===== config.mk =====
export PLATFORM = sky130hd
export DESIGN_NAME = ascii_word_tokenizer
export DESIGN_NICKNAME = d
export VERILOG_FILES = /design/src/rtl/core/awt_pkg.sv /design/src/rtl/core/ascii_word_tokenizer.sv /design/src/rtl/core/awt_step.sv
export SDC_FILE = /design/constraint.sdc
export NUM_CORES = 1
export LEC_CHECK = 0
export BUFFER_PORTS_ARGS = -buffer_cell sky130_fd_sc_hd__buf_2
export CAP_MARGIN = 10
export CORE_ASPECT_RATIO = 0.7
export CORE_UTILIZATION = 60
export CTS_BUF_LIST = sky130_fd_sc_hd__clkbuf_4
export DETAILED_ROUTE_END_ITERATION = 10
export GPL_TIMING_DRIVEN = 0
export PLACE_DENSITY = 0.88
export SYNTH_ARGS = -nofsm -noshare
export SYNTH_HDL_FRONTEND = slang
export SYNTH_SLANG_ARGS = --single-unit

===== constraint.sdc =====
create_clock -name aclk -period 8.9 [get_ports aclk]
set_input_delay 0.89 -clock aclk [delete_from_list [all_inputs] [get_ports aclk]]
set_output_delay 0.89 -clock aclk [all_outputs]
set_load 0.05 [all_outputs]

===== src/rtl/core/awt_pkg.sv =====
// Package for the ASCII word tokenizer: character constants, saturation
// limit and the state and result records shared by the step logic and top.
// No dependencies.
`default_nettype none

package awt_pkg;

    localparam int unsigned MaxTokenBytes = 65536;
    localparam int unsigned HeldWidth     = 16;
    localparam int unsigned HeldCapInt    =
        (MaxTokenBytes - 1 < 65535) ? (MaxTokenBytes - 1) : 65535;
    localparam logic [HeldWidth-1:0] HELD_CAP = HeldWidth'(HeldCapInt);

    localparam logic [7:0] CHAR_UPPER_A = 8'h41;
    localparam logic [7:0] CHAR_UPPER_Z = 8'h5A;
    localparam logic [7:0] CHAR_LOWER_A = 8'h61;
    localparam logic [7:0] CHAR_LOWER_Z = 8'h7A;
    localparam logic [7:0] CHAR_ZERO    = 8'h30;
    localparam logic [7:0] CHAR_NINE    = 8'h39;
    localparam logic [7:0] CHAR_APOS    = 8'h27;
    localparam logic [7:0] CASE_OFFSET  = 8'h20;

    typedef struct packed {
        logic                 inside_token;
        logic [HeldWidth-1:0] held_apostrophes;
    } awt_state_t;

    typedef struct packed {
        logic                 byte_valid;
        logic [7:0]           token_byte;
        logic [HeldWidth-1:0] apostrophes_before;
        logic                 token_start;
        logic                 token_end;
    } awt_result_t;

endpackage

`default_nettype wire


===== src/rtl/core/ascii_word_tokenizer.sv =====
// Top level of the ASCII word tokenizer: input register, step logic, state
// and result register with stream handshakes. Depends on awt_pkg, awt_step.
`default_nettype none

// Streams text one byte per beat and yields at most one result beat per
// input beat: a lower-cased letter or digit with its held apostrophe count
// and start flag, or a bare end-of-token marker. Throughput is one byte per
// cycle while the output is not stalled; each byte passes the input register,
// then the result register. The tokenizer state is updated when a byte leaves
// the input register, so back-to-back bytes see each other's effect.
// Separators and bytes with no result consume no output beat.
module ascii_word_tokenizer (
    input  wire logic        aclk,
    input  wire logic        aresetn,
    input  wire logic        s_tvalid,
    output logic             s_tready,
    input  wire logic [7:0]  s_tdata,   // [7:0] text_byte
    input  wire logic        s_tlast,   // text_last
    output logic             m_tvalid,
    input  wire logic        m_tready,
    output logic [23:0]      m_tdata,   // [7:0] token_byte, [23:8] apostrophes_before
    output logic [1:0]       m_tuser,   // [0] byte_valid, [1] token_start
    output logic             m_tlast    // token_end
);
    import awt_pkg::*;

    logic        in_valid_reg, in_valid_next;
    logic [7:0]  in_byte_reg;
    logic        in_last_reg;
    awt_state_t  state_reg, state_next;
    logic        out_valid_reg, out_valid_next;
    awt_result_t out_reg;

    awt_state_t  step_state;
    awt_result_t step_result;
    logic        step_emit;
    logic        out_free;
    logic        advance;
    logic        accept;

    awt_step u_step (
        .text_byte (in_byte_reg),
        .text_last (in_last_reg),
        .state_cur (state_reg),
        .state_nxt (step_state),
        .result    (step_result),
        .emit      (step_emit)
    );

    always_comb begin
        out_free = !out_valid_reg || m_tready;
        advance  = in_valid_reg && out_free;
        s_tready = !in_valid_reg || out_free;
        accept   = s_tvalid && s_tready;

        in_valid_next = in_valid_reg;
        if (accept) begin
            in_valid_next = 1'b1;
        end else if (advance) begin
            in_valid_next = 1'b0;
        end

        state_next = advance ? step_state : state_reg;

        out_valid_next = out_valid_reg;
        if (advance) begin
            out_valid_next = step_emit;
        end else if (m_tready) begin
            out_valid_next = 1'b0;
        end
    end

    always_ff @(posedge aclk) begin
        if (!aresetn) begin
            in_valid_reg  <= 1'b0;
            out_valid_reg <= 1'b0;
            state_reg     <= '0;
        end else begin
            in_valid_reg  <= in_valid_next;
            out_valid_reg <= out_valid_next;
            state_reg     <= state_next;
        end
    end

    always_ff @(posedge aclk) begin
        if (accept) begin
            in_byte_reg <= s_tdata;
            in_last_reg <= s_tlast;
        end
        if (advance && step_emit) begin
            out_reg <= step_result;
        end
    end

    assign m_tvalid = out_valid_reg;
    assign m_tdata  = {out_reg.apostrophes_before, out_reg.token_byte};
    assign m_tuser  = {out_reg.token_start, out_reg.byte_valid};
    assign m_tlast  = out_reg.token_end;

    a_marker_clean: assert property (@(posedge aclk) disable iff (!aresetn)
        m_tvalid && !m_tuser[0] |-> m_tlast && !m_tuser[1] && m_tdata == '0)
        else $error("end marker carries data");

    a_held_needs_token: assert property (@(posedge aclk) disable iff (!aresetn)
        state_reg.held_apostrophes != '0 |-> state_reg.inside_token)
        else $error("apostrophes held outside a token");

    a_stall_holds_input: assert property (@(posedge aclk) disable iff (!aresetn)
        in_valid_reg && !out_free |=> in_valid_reg && $stable(in_byte_reg)
        && $stable(state_reg))
        else $error("input register changed under stall");

    a_last_clears: assert property (@(posedge aclk) disable iff (!aresetn)
        advance && in_last_reg |=> state_reg == '0)
        else $error("state not cleared after last byte");

endmodule

`default_nettype wire


===== src/rtl/core/awt_step.sv =====
// Per-byte step logic of the ASCII word tokenizer: case fold, classify,
// result and next tokenizer state. Depends on awt_pkg.
`default_nettype none

module awt_step (
    input  wire logic [7:0]          text_byte,
    input  wire logic                text_last,
    input  wire awt_pkg::awt_state_t state_cur,
    output awt_pkg::awt_state_t      state_nxt,
    output awt_pkg::awt_result_t     result,
    output logic                     emit
);
    import awt_pkg::*;

    logic [7:0] folded;
    logic       is_word;
    logic       is_apos;

    always_comb begin
        folded = text_byte;
        if (text_byte >= CHAR_UPPER_A && text_byte <= CHAR_UPPER_Z) begin
            folded = text_byte + CASE_OFFSET;
        end
        is_word = (folded >= CHAR_LOWER_A && folded <= CHAR_LOWER_Z)
               || (folded >= CHAR_ZERO && folded <= CHAR_NINE);
        is_apos = (folded == CHAR_APOS);
    end

    always_comb begin
        state_nxt = state_cur;
        result    = '0;
        emit      = 1'b0;
        priority if (is_word) begin
            result.byte_valid         = 1'b1;
            result.token_byte         = folded;
            result.apostrophes_before = state_cur.held_apostrophes;
            result.token_start        = !state_cur.inside_token;
            result.token_end          = text_last;
            emit                      = 1'b1;
            state_nxt.inside_token     = 1'b1;
            state_nxt.held_apostrophes = '0;
        end else if (is_apos) begin
            if (state_cur.inside_token && state_cur.held_apostrophes < HELD_CAP) begin
                state_nxt.held_apostrophes = state_cur.held_apostrophes + 1'b1;
            end
            if (text_last && state_cur.inside_token) begin
                result.token_end = 1'b1;
                emit             = 1'b1;
            end
        end else begin
            if (state_cur.inside_token) begin
                result.token_end = 1'b1;
                emit             = 1'b1;
            end
            state_nxt = '0;
        end
        if (text_last) begin
            state_nxt = '0;
        end
    end

endmodule

`default_nettype wire

==> results of run 1 <==
==> through the flow <==
step	util, %	std cells
2_1_floorplan	-	252
3_3_place_gp	69.22	348
3_5_place_dp	69.66	349
4_1_cts	71.09	357
5_1_grt	71.09	357
6_report	71.09	357
==> final timing paths <==
kind | start | cells after the start | slack [ns] | to
hold reg to reg | state_reg[15]$_SDFFE_PN0P_ | 2 | 0.52 | state_reg[15]$_SDFFE_PN0P_
setup reg to reg | in_byte_reg[5]$_DFFE_PP_ | 8 | 5.45 | m_tdata[7]$_SDFFCE_PN0P_
setup / recovery | in_byte_reg[5]$_DFFE_PP_ | 8 | 5.45 | m_tdata[7]$_SDFFCE_PN0P_
hold / removal | state_reg[15]$_SDFFE_PN0P_ | 2 | 0.52 | state_reg[15]$_SDFFE_PN0P_
==> power breakdown <==
group | total, mW | switching (mW) | internal [mW]
clock network | 0.116 | 0.0806 | 0.0352
registers | 0.279 | 0.00419 | 0.275
logic | 0.0386 | 0.0260 | 0.0125
total | 0.434 | 0.111 | 0.323
==> placed cells by master, fill, tap and decap left out, types with 2 or more instances in the layout <==
master,n
sky130_fd_sc_hd__nand2_1,25
sky130_fd_sc_hd__nor2b_1,2
sky130_fd_sc_hd__nand2_2,2
sky130_fd_sc_hd__buf_2,42
sky130_fd_sc_hd__and2_1,10
sky130_fd_sc_hd__a211oi_1,2
sky130_fd_sc_hd__nor2_1,20
sky130_fd_sc_hd__a21oi_2,2
sky130_fd_sc_hd__clkbuf_1,6
sky130_fd_sc_hd__nand2b_4,2
sky130_fd_sc_hd__and3_1,8
sky130_fd_sc_hd__nor4_2,2
sky130_fd_sc_hd__nor3_1,2
sky130_fd_sc_hd__clkbuf_4,6
sky130_fd_sc_hd__clkinv_4,2
sky130_fd_sc_hd__o2111ai_1,3
sky130_fd_sc_hd__buf_6,3
sky130_fd_sc_hd__o21ai_1,2
sky130_fd_sc_hd__nand3_1,10
sky130_fd_sc_hd__edfxtp_1,36
sky130_fd_sc_hd__nand2b_1,5
sky130_fd_sc_hd__o21ai_2,9
sky130_fd_sc_hd__nand4b_1,2
sky130_fd_sc_hd__nor4_1,2
sky130_fd_sc_hd__o21ai_0,5
sky130_fd_sc_hd__and3_2,12
sky130_fd_sc_hd__inv_1,8
sky130_fd_sc_hd__o32ai_1,3
sky130_fd_sc_hd__ha_1,3
sky130_fd_sc_hd__o211ai_1,11
sky130_fd_sc_hd__a21oi_1,10
sky130_fd_sc_hd__nand4_1,7
sky130_fd_sc_hd__dfxtp_1,19
==> final cells by class <==
| cell class | instances | area, sq um |
|---|---|---|
| clock inverters | 2 | 17.52 |
| repair buffers | 42 | 220.2 |
| fillers | 307 | 1259 |
| inverters | 8 | 30.03 |
| clock buffers | 6 | 45.04 |
| flip-flops and latches | 55 | 1461 |
| multi-input cells | 178 | 1186 |
| well taps | 55 | 68.82 |
| plain buffers | 11 | 66.31 |
==> worst min-delay path, cell delays in order, from the launching register on <==
cell                      delay, ns
sky130_fd_sc_hd__dfxtp_1       0.37
sky130_fd_sc_hd__nand2_1       0.08
sky130_fd_sc_hd__o21ai_2       0.05
==> kinds of logic (layout without fill, tap and decap cells) <==
family / count (synthesis) / count (layout) / share of synthesized area, %
compound gates: 57 / 57 / 17.58
fa+ha+maj: 3 / 3 / 1.370
buf+inv: 19 / 69 / 3.516
flops: 55 / 55 / 53.33
other cells: 1 / 1 / 0.1369
simple gates: 117 / 117 / 24.06
==> layer usage <==
| metal | vias up | share of wire, % | track usage [%] | routed length [um] |
|---|---|---|---|---|
| li1 | 1035 | - | - | - |
| met1 | 1033 | 42 | 39.68 | 2532 |
| met2 | 155 | 44 | 41.10 | 2686 |
| met3 | 14 | 12 | 7.442 | 726 |
| met4 | 0 | 1.7 | 8.867 | 104 |
| met5 | - | 0 | 0 | 0 |
==> PnR_summary.wiki, run 1 <==
{| class="wikitable"
! Metric !! Value
|-
| Pwr dens || 140.1 mW/mm^2
|-
| Inserted Diodes || 0
|-
| Post-detail-place hpwl || 4.393 mm
|-
| Routed via count divided by cell count || 6.266
|-
| Final net count || 317
|-
| Synthesized net count || 268
|-
| Most area-consuming cells after synthesis || sky130_fd_sc_hd__edfxtp_1 (39%), sky130_fd_sc_hd__dfxtp_1 (14%), sky130_fd_sc_hd__nand2_1 (3.4%)
|-
| Vias in the first global route || 1988
|-
| Cell count after synthesis || 252
|-
| Bufs and invs on worst path || 2
|-
| Type of element capturing the critical path || register
|-
| Final weighted congestion of routability-driven global placement || 0.9071
|-
| Violation count after the first detailed-route iteration || 350
|-
| Number of clock sinks || 55
|-
| Summed instance area of the synthesized netlist || 0.002740 sq mm
|-
| PostCTS Resize Cnt || 0
|-
| Number of placement rows || 20
|-
| Slack of the critical path || 5.450 ns
|-
| P_leak || 1.239 nW
|-
| Aggregate global-route resource usage || 27.72%
|-
| Number of antenna violations at the first check in global routing || 0
|-
| Worst path required time || 9.02 ns
|-
| Result of the run || completed
|-
| Maximum number of pins on one net before global-route repair || 20
|-
| Worst-case clock skew || 0.006332 ns
|-
| Maximum VDD drop || 0.1082 mV
|-
| Starting density of the core || 62.93%
|-
| Max-capacitance violation count || 0
|-
| Ys flop type || sky130_fd_sc_hd__edfxtp_1
|-
| Average footprint of a synthesized cell || 10.87 sq um
|-
| Cells traversed along the worst timing path || inv_1, ha_1, or2_2, a2111oi_4, o21bai_1, nand2_2, a21oi_2, buf_8
|-
| Number of pins exceeding their max-slew limit in the final report || 0
|-
| Data arrival, critical path || 3.57 ns
|-
| Die Footprint || 0.004845 sq mm
|-
| Sequential-to-total area share from yosys stat || 53.33%
|-
| Top fanout value on the critical path || 19
|-
| Fraction of layout instances using a drive strength above 1 || 30.46%
|-
| Worst-case hold slack || 0.5241 ns
|-
| Slew Limit Headroom || 34.54%
|-
| Core footprint || 0.004354 sq mm
|-
| Mean routed wirelength per cell || 16.95 um
|-
| Final Critical Period || 3.450 ns
|-
| Share of the synthesized area in the top cell type || 39.45%
|-
| Via count of the routed design || 2237
|-
| Most used standard cell by instance count after synthesis || sky130_fd_sc_hd__edfxtp_1
|-
| Clk root buf || sky130_fd_sc_hd__clkbuf_4
|-
| Async set or reset register ratio after synthesis || 0%
|-
| DR DRC count || 0
|-
| ANT nets after route || 0
|-
| PortBufs || 41
|-
| Hold crit path type || register to register
|-
| Number of levels in the clock H-tree || 2
|-
| CTS tree || yes
|-
| Cts bufs inserted || 5
|-
| Minimum setup slack after placement || 5.510 ns
|-
| DP Area || 0.003033 sq mm
|-
| List of most frequent post-synthesis cells || sky130_fd_sc_hd__edfxtp_1 (36), sky130_fd_sc_hd__nand2_1 (25), sky130_fd_sc_hd__nor2_1 (20), sky130_fd_sc_hd__dfxtp_1 (19), sky130_fd_sc_hd__and3_2 (12)
|-
| Number of library cell types mapped by synthesis || 49
|-
| Die Y-Extent || 58.54 um
|-
| Setup violations, final || 0
|-
| Number of placed I/O pins || 42
|-
| Synthesis-to-layout area growth || 12.97%
|-
| Share of the clock period used by the worst path after layout || 38.77%
|-
| Cell accounting for the most synthesized area || sky130_fd_sc_hd__edfxtp_1
|-
| Count of warnings emitted by yosys || 0
|-
| Top cell family by delay on the critical path || compound AO/OA/AOI/OAI gates
|-
| CTS clock-pin slew for the worst setup and hold paths || 0.16 ns
|-
| Critical path start-end classification || register to register
|-
| Delay of the slowest critical-path stage || 0.59 ns
|-
| Total power of the final layout || 0.4336 mW
|-
| GR Overflow Total || 0
|-
| Later-pin clock latency in the skew report || 0.40 ns
|-
| Maximum frequency from static timing analysis || 0.2898 GHz
|-
| Drt pass-1 iters || 5
|-
| Setup TNS || 0 ns
|-
| Width of the die || 82.77 um
|-
| Hold Violations, Final || 0
|-
| Deepest clock path buffer count || 2
|-
| Number of buffers inserted for hold repair after clock tree synthesis || 0
|-
| Final instance area || 0.003095 sq mm
|-
| Slowest-stage cell, CP || sky130_fd_sc_hd__a2111oi_4
|-
| Measured slew at the worst slew-check pin || 0.9738 ns
|-
| Unrepaired setup endpoints after global routing || no
|-
| Wire length after detailed routing || 6.051 mm
|-
| Post-CTS Repair Setup Buffers || 0
|-
| Max reg flops || 24
|-
| Number of flip-flops and latches in the synthesized netlist || 55
|-
| Number of flops mapped to enable cells by yosys || 36
|-
| Kind of start point of the critical path || register
|-
| Global-route wire length before repair || 9.770 mm
|}
(Power assumes the default switching activity.)
==> inputs of run 2 (changes only) <==
--- a/config.mk
+++ b/config.mk
@@ -8,11 +8,11 @@
 export BUFFER_PORTS_ARGS = -buffer_cell sky130_fd_sc_hd__buf_2
 export CAP_MARGIN = 10
 export CORE_ASPECT_RATIO = 0.7
-export CORE_UTILIZATION = 60
+export CORE_UTILIZATION = 59
 export CTS_BUF_LIST = sky130_fd_sc_hd__clkbuf_4
 export DETAILED_ROUTE_END_ITERATION = 10
 export GPL_TIMING_DRIVEN = 0
-export PLACE_DENSITY = 0.88
+export PLACE_DENSITY = 0.86
 export SYNTH_ARGS = -nofsm -noshare
 export SYNTH_HDL_FRONTEND = slang
 export SYNTH_SLANG_ARGS = --single-unit
==> constraint.sdc (replaced) <==
create_clock -name aclk -period 3.3 [get_ports aclk]
set_input_delay 0.33 -clock aclk [delete_from_list [all_inputs] [get_ports aclk]]
set_output_delay 0.33 -clock aclk [all_outputs]
set_load 0.05 [all_outputs]
==> PnR_summary.wiki, run 2 (synthesis results as in run 1) <==
{| class="wikitable"
! Metric !! Value
|-
| Gate power share || 9.2% (+0.3 points)
|-
| Worst-case hold slack || 0.1029 ns (-0.4212 ns)
|-
| Worst hold path depth || 1 (-1)
|-
| Setup violations, final || 0 (unchanged)
|-
| Type of element capturing the critical path || register
|-
| Number of placed I/O pins || 42 (unchanged)
|-
| Most frequent cells in the layout || sky130_fd_sc_hd__buf_2 (42), sky130_fd_sc_hd__edfxtp_1 (36), sky130_fd_sc_hd__nand2_1 (25)
|-
| P_int || 0.8651 mW (+170%)
|-
| Vias in the first global route || 1899 (-4.5%)
|-
| Cts bufs inserted || 5 (unchanged)
|-
| Final net count || 319 (+0.63%)
|-
| Sequential fraction of design power || 64.3% (about the same)
|-
| PortBufs || 41 (unchanged)
|-
| End point of the most critical hold path || in_byte_reg[0]$_DFFE_PP_
|-
| Number of levels in the clock H-tree || 2 (unchanged)
|-
| Violation count after the first detailed-route iteration || 276 (-21%)
|-
| Die Footprint || 0.004925 sq mm (+1.6%)
|-
| Drt pass-1 iters || 7 (+2)
|-
| Aggregate global-route resource usage || 25.19% (-2.5 points)
|-
| Later-pin clock latency in the skew report || 0.38 ns (-0.02 ns)
|-
| Delay of the slowest critical-path stage || 0.61 ns (+0.02 ns)
|-
| Share of the clock period used by the worst path after layout || 94.13% (+55 points)
|-
| Clk root buf || sky130_fd_sc_hd__clkbuf_4
|-
| Cells traversed along the worst timing path || inv_1, ha_1, or2_2, a2111oi_4, o21bai_1, nand2_2, a21oi_4, buf_12
|-
| Wire length after detailed routing || 5.875 mm (-2.9%)
|-
| Fraction of layout instances using a drive strength above 1 || 30.92% (+0.46 points)
|-
| Number of clock sinks || 55 (unchanged)
|-
| Global-route wire length before repair || 9.515 mm (-2.6%)
|-
| Worst hold path startpoint || s_tdata[0]
|-
| Bufs and invs on worst path || 2 (unchanged)
|-
| Kind of start point of the critical path || register
|-
| Maximum frequency from static timing analysis || 0.3219 GHz (+11%)
|-
| DR DRC count || 0 (unchanged)
|-
| Synthesis-to-layout area growth || 14.70%
|-
| CTS tree || yes
|-
| Mean routed wirelength per cell || 16.36 um (-3.4%)
|-
| Pwr dens || 372.8 mW/mm^2 (+170%)
|-
| Clock share of power || 26.5% (-0.2 points)
|-
| Routed via count divided by cell count || 6.070 (-3.1%)
|-
| Width of the die || 83.46 um (+0.83%)
|-
| R2R Path Start || in_byte_reg[5]$_DFFE_PP_
|-
| Max-capacitance violation count || 0 (unchanged)
|-
| Max reg flops || 24 (unchanged)
|-
| Die Y-Extent || 59.02 um (+0.81%)
|-
| Worst path required time || 3.42 ns (-5.60 ns)
|-
| Final weighted congestion of routability-driven global placement || 0.8742 (-3.6%)
|-
| Slowest-stage cell, CP || sky130_fd_sc_hd__a2111oi_4
|-
| Maximum number of pins on one net before global-route repair || 19 (-5.0%)
|-
| Core footprint || 0.004404 sq mm (+1.1%)
|-
| Fraction of power spent switching nets || 26.16% (+0.59 points)
|-
| Unrepaired setup endpoints after global routing || no
|-
| Starting density of the core || 62.22% (-0.72 points)
|-
| Inserted Diodes || 0 (unchanged)
|-
| Crit. Startpoint || in_byte_reg[5]$_DFFE_PP_
|-
| Number of placement rows || 20 (unchanged)
|-
| P_leak || 1.248 nW (+0.69%)
|-
| Via count of the routed design || 2179 (-2.6%)
|-
| Slew Limit Headroom || 31.69% (-2.8 points)
|-
| Capturing point of the worst reg2reg path || m_tdata[15]$_SDFFCE_PN0P_
|-
| Hold crit path type || input port to register
|-
| Worst-case clock skew || 0.01408 ns (+0.007748 ns)
|-
| GR Overflow Total || 0 (unchanged)
|-
| Data arrival, critical path || 3.23 ns (-0.34 ns)
|-
| Measured slew at the worst slew-check pin || 1.016 ns (+0.04230 ns)
|-
| Setup TNS || 0 ns (unchanged)
|-
| Register-to-register setup slack || 0.19 ns (-5.26 ns)
|-
| Final Critical Period || 3.106 ns (-0.3442 ns)
|-
| Maximum VDD drop || 0.2772 mV (+160%)
|-
| Result of the run || completed
|-
| Psw || 0.3065 mW (+180%)
|-
| Cell depth of the worst flop-to-flop path || 8 (unchanged)
|-
| Number of buffers inserted for hold repair after clock tree synthesis || 0 (unchanged)
|-
| Most frequent standard cell in the layout excluding fill and tap cells || sky130_fd_sc_hd__buf_2
|-
| ANT nets after route || 0 (unchanged)
|-
| CTS clock-pin slew for the worst setup and hold paths || 0.17 ns (about the same)
|-
| Hold Violations, Final || 0 (unchanged)
|-
| Number of antenna violations at the first check in global routing || 0 (unchanged)
|-
| Deepest clock path buffer count || 2 (unchanged)
|-
| Layout filler cell count || 329 (+7.2%)
|-
| Number of pins exceeding their max-slew limit in the final report || 0 (unchanged)
|-
| Top cell family by delay on the critical path || compound AO/OA/AOI/OAI gates
|-
| Critical path start-end classification || register to register
|-
| Top fanout value on the critical path || 12 (-7)
|-
| Post-detail-place hpwl || 4.126 mm (-6.1%)
|}
## run 2: final cells by class
cell class	instances	area, sq um	area share [%]
Buffer	11	66.31	2.110
Clock buffer	5	37.54	1.194
Clock inverter	3	23.77	0.7564
Inverter	8	30.03	0.9554
Multi-Input combinational cell	179	1210	38.50
Sequential cell	55	1461	46.50
Tap cell	55	68.82	2.189
Timing Repair Buffer	43	245.2	7.803
## run 2: what timing repair did
action	CTS	global route
endpoints found under the setup margin	27	27
gates cloned	1	0
setup buffers	0	2
pin swaps	1	2
gates resized for setup	2	0
## run 2: worst reg2reg max path: cells and delay by family (launching register included)
kind | cells | cell delay [ns]
AOI/OAI and AO/OA | 3 | 1.13
adders and majority gates | 1 | 0.35
buffers and inverters | 2 | 0.28
DFF | 1 | 0.49
and+or+nand+nor | 2 | 0.58
## run 2: power by group through the flow
stage          clock network (mW)  registers, mW  logic [mW]
3_5_place_dp                    0          0.768       0.100
2_1_floorplan                   0          0.773      0.0655
5_1_grt                     0.343          0.755       0.116
3_3_place_gp                    0          0.767      0.0976
4_1_cts                     0.314          0.753       0.104
6_report                    0.311          0.753       0.108
## run 2: how the worst max path moves through the flow
stage	endpoint	slack, ns	cells past startpoint
after global routing	m_tdata[15]$_SDFFCE_PN0P_	0.05	8
after CTS	m_tdata[5]$_SDFFCE_PN0P_	0.04	7
after global placement	m_tdata[16]$_SDFFCE_PN0P_	-0.45	7
after floorplan	m_tdata[0]$_SDFFCE_PN0P_	0.04	7
after detailed placement	m_tdata[17]$_SDFFCE_PN0P_	-0.58	7
final	m_tdata[15]$_SDFFCE_PN0P_	0.19	8
## run 2: through the flow
| stage | utilization, % | area [sq um] | std cells | worst slack, ns | power, mW |
|---|---|---|---|---|---|
| 2_1_floorplan | - | 2744 | 252 | 0.03541 | 0.8386 |
| 3_3_place_gp | 68.52 | 3018 | 348 | -0.4489 | 0.8647 |
| 3_5_place_dp | 68.52 | 3018 | 348 | -0.5848 | 0.8685 |
| 4_1_cts | 70.45 | 3103 | 357 | 0.03584 | 1.170 |
| 5_1_grt | 71.36 | 3143 | 359 | 0.04745 | 1.214 |
| 6_report | 71.36 | 3143 | 359 | 0.1937 | 1.172 |
## run 2: per-layer routing
layer  vias to the layer above  part of all wire, %  track usage, %
met2                       122                   42           36.07
li1                       1043                    -               -
met3                         9                  8.4           5.571
met4                         0                  1.1           7.506
met1                      1005                   48           38.50
met5                         -                    0               0
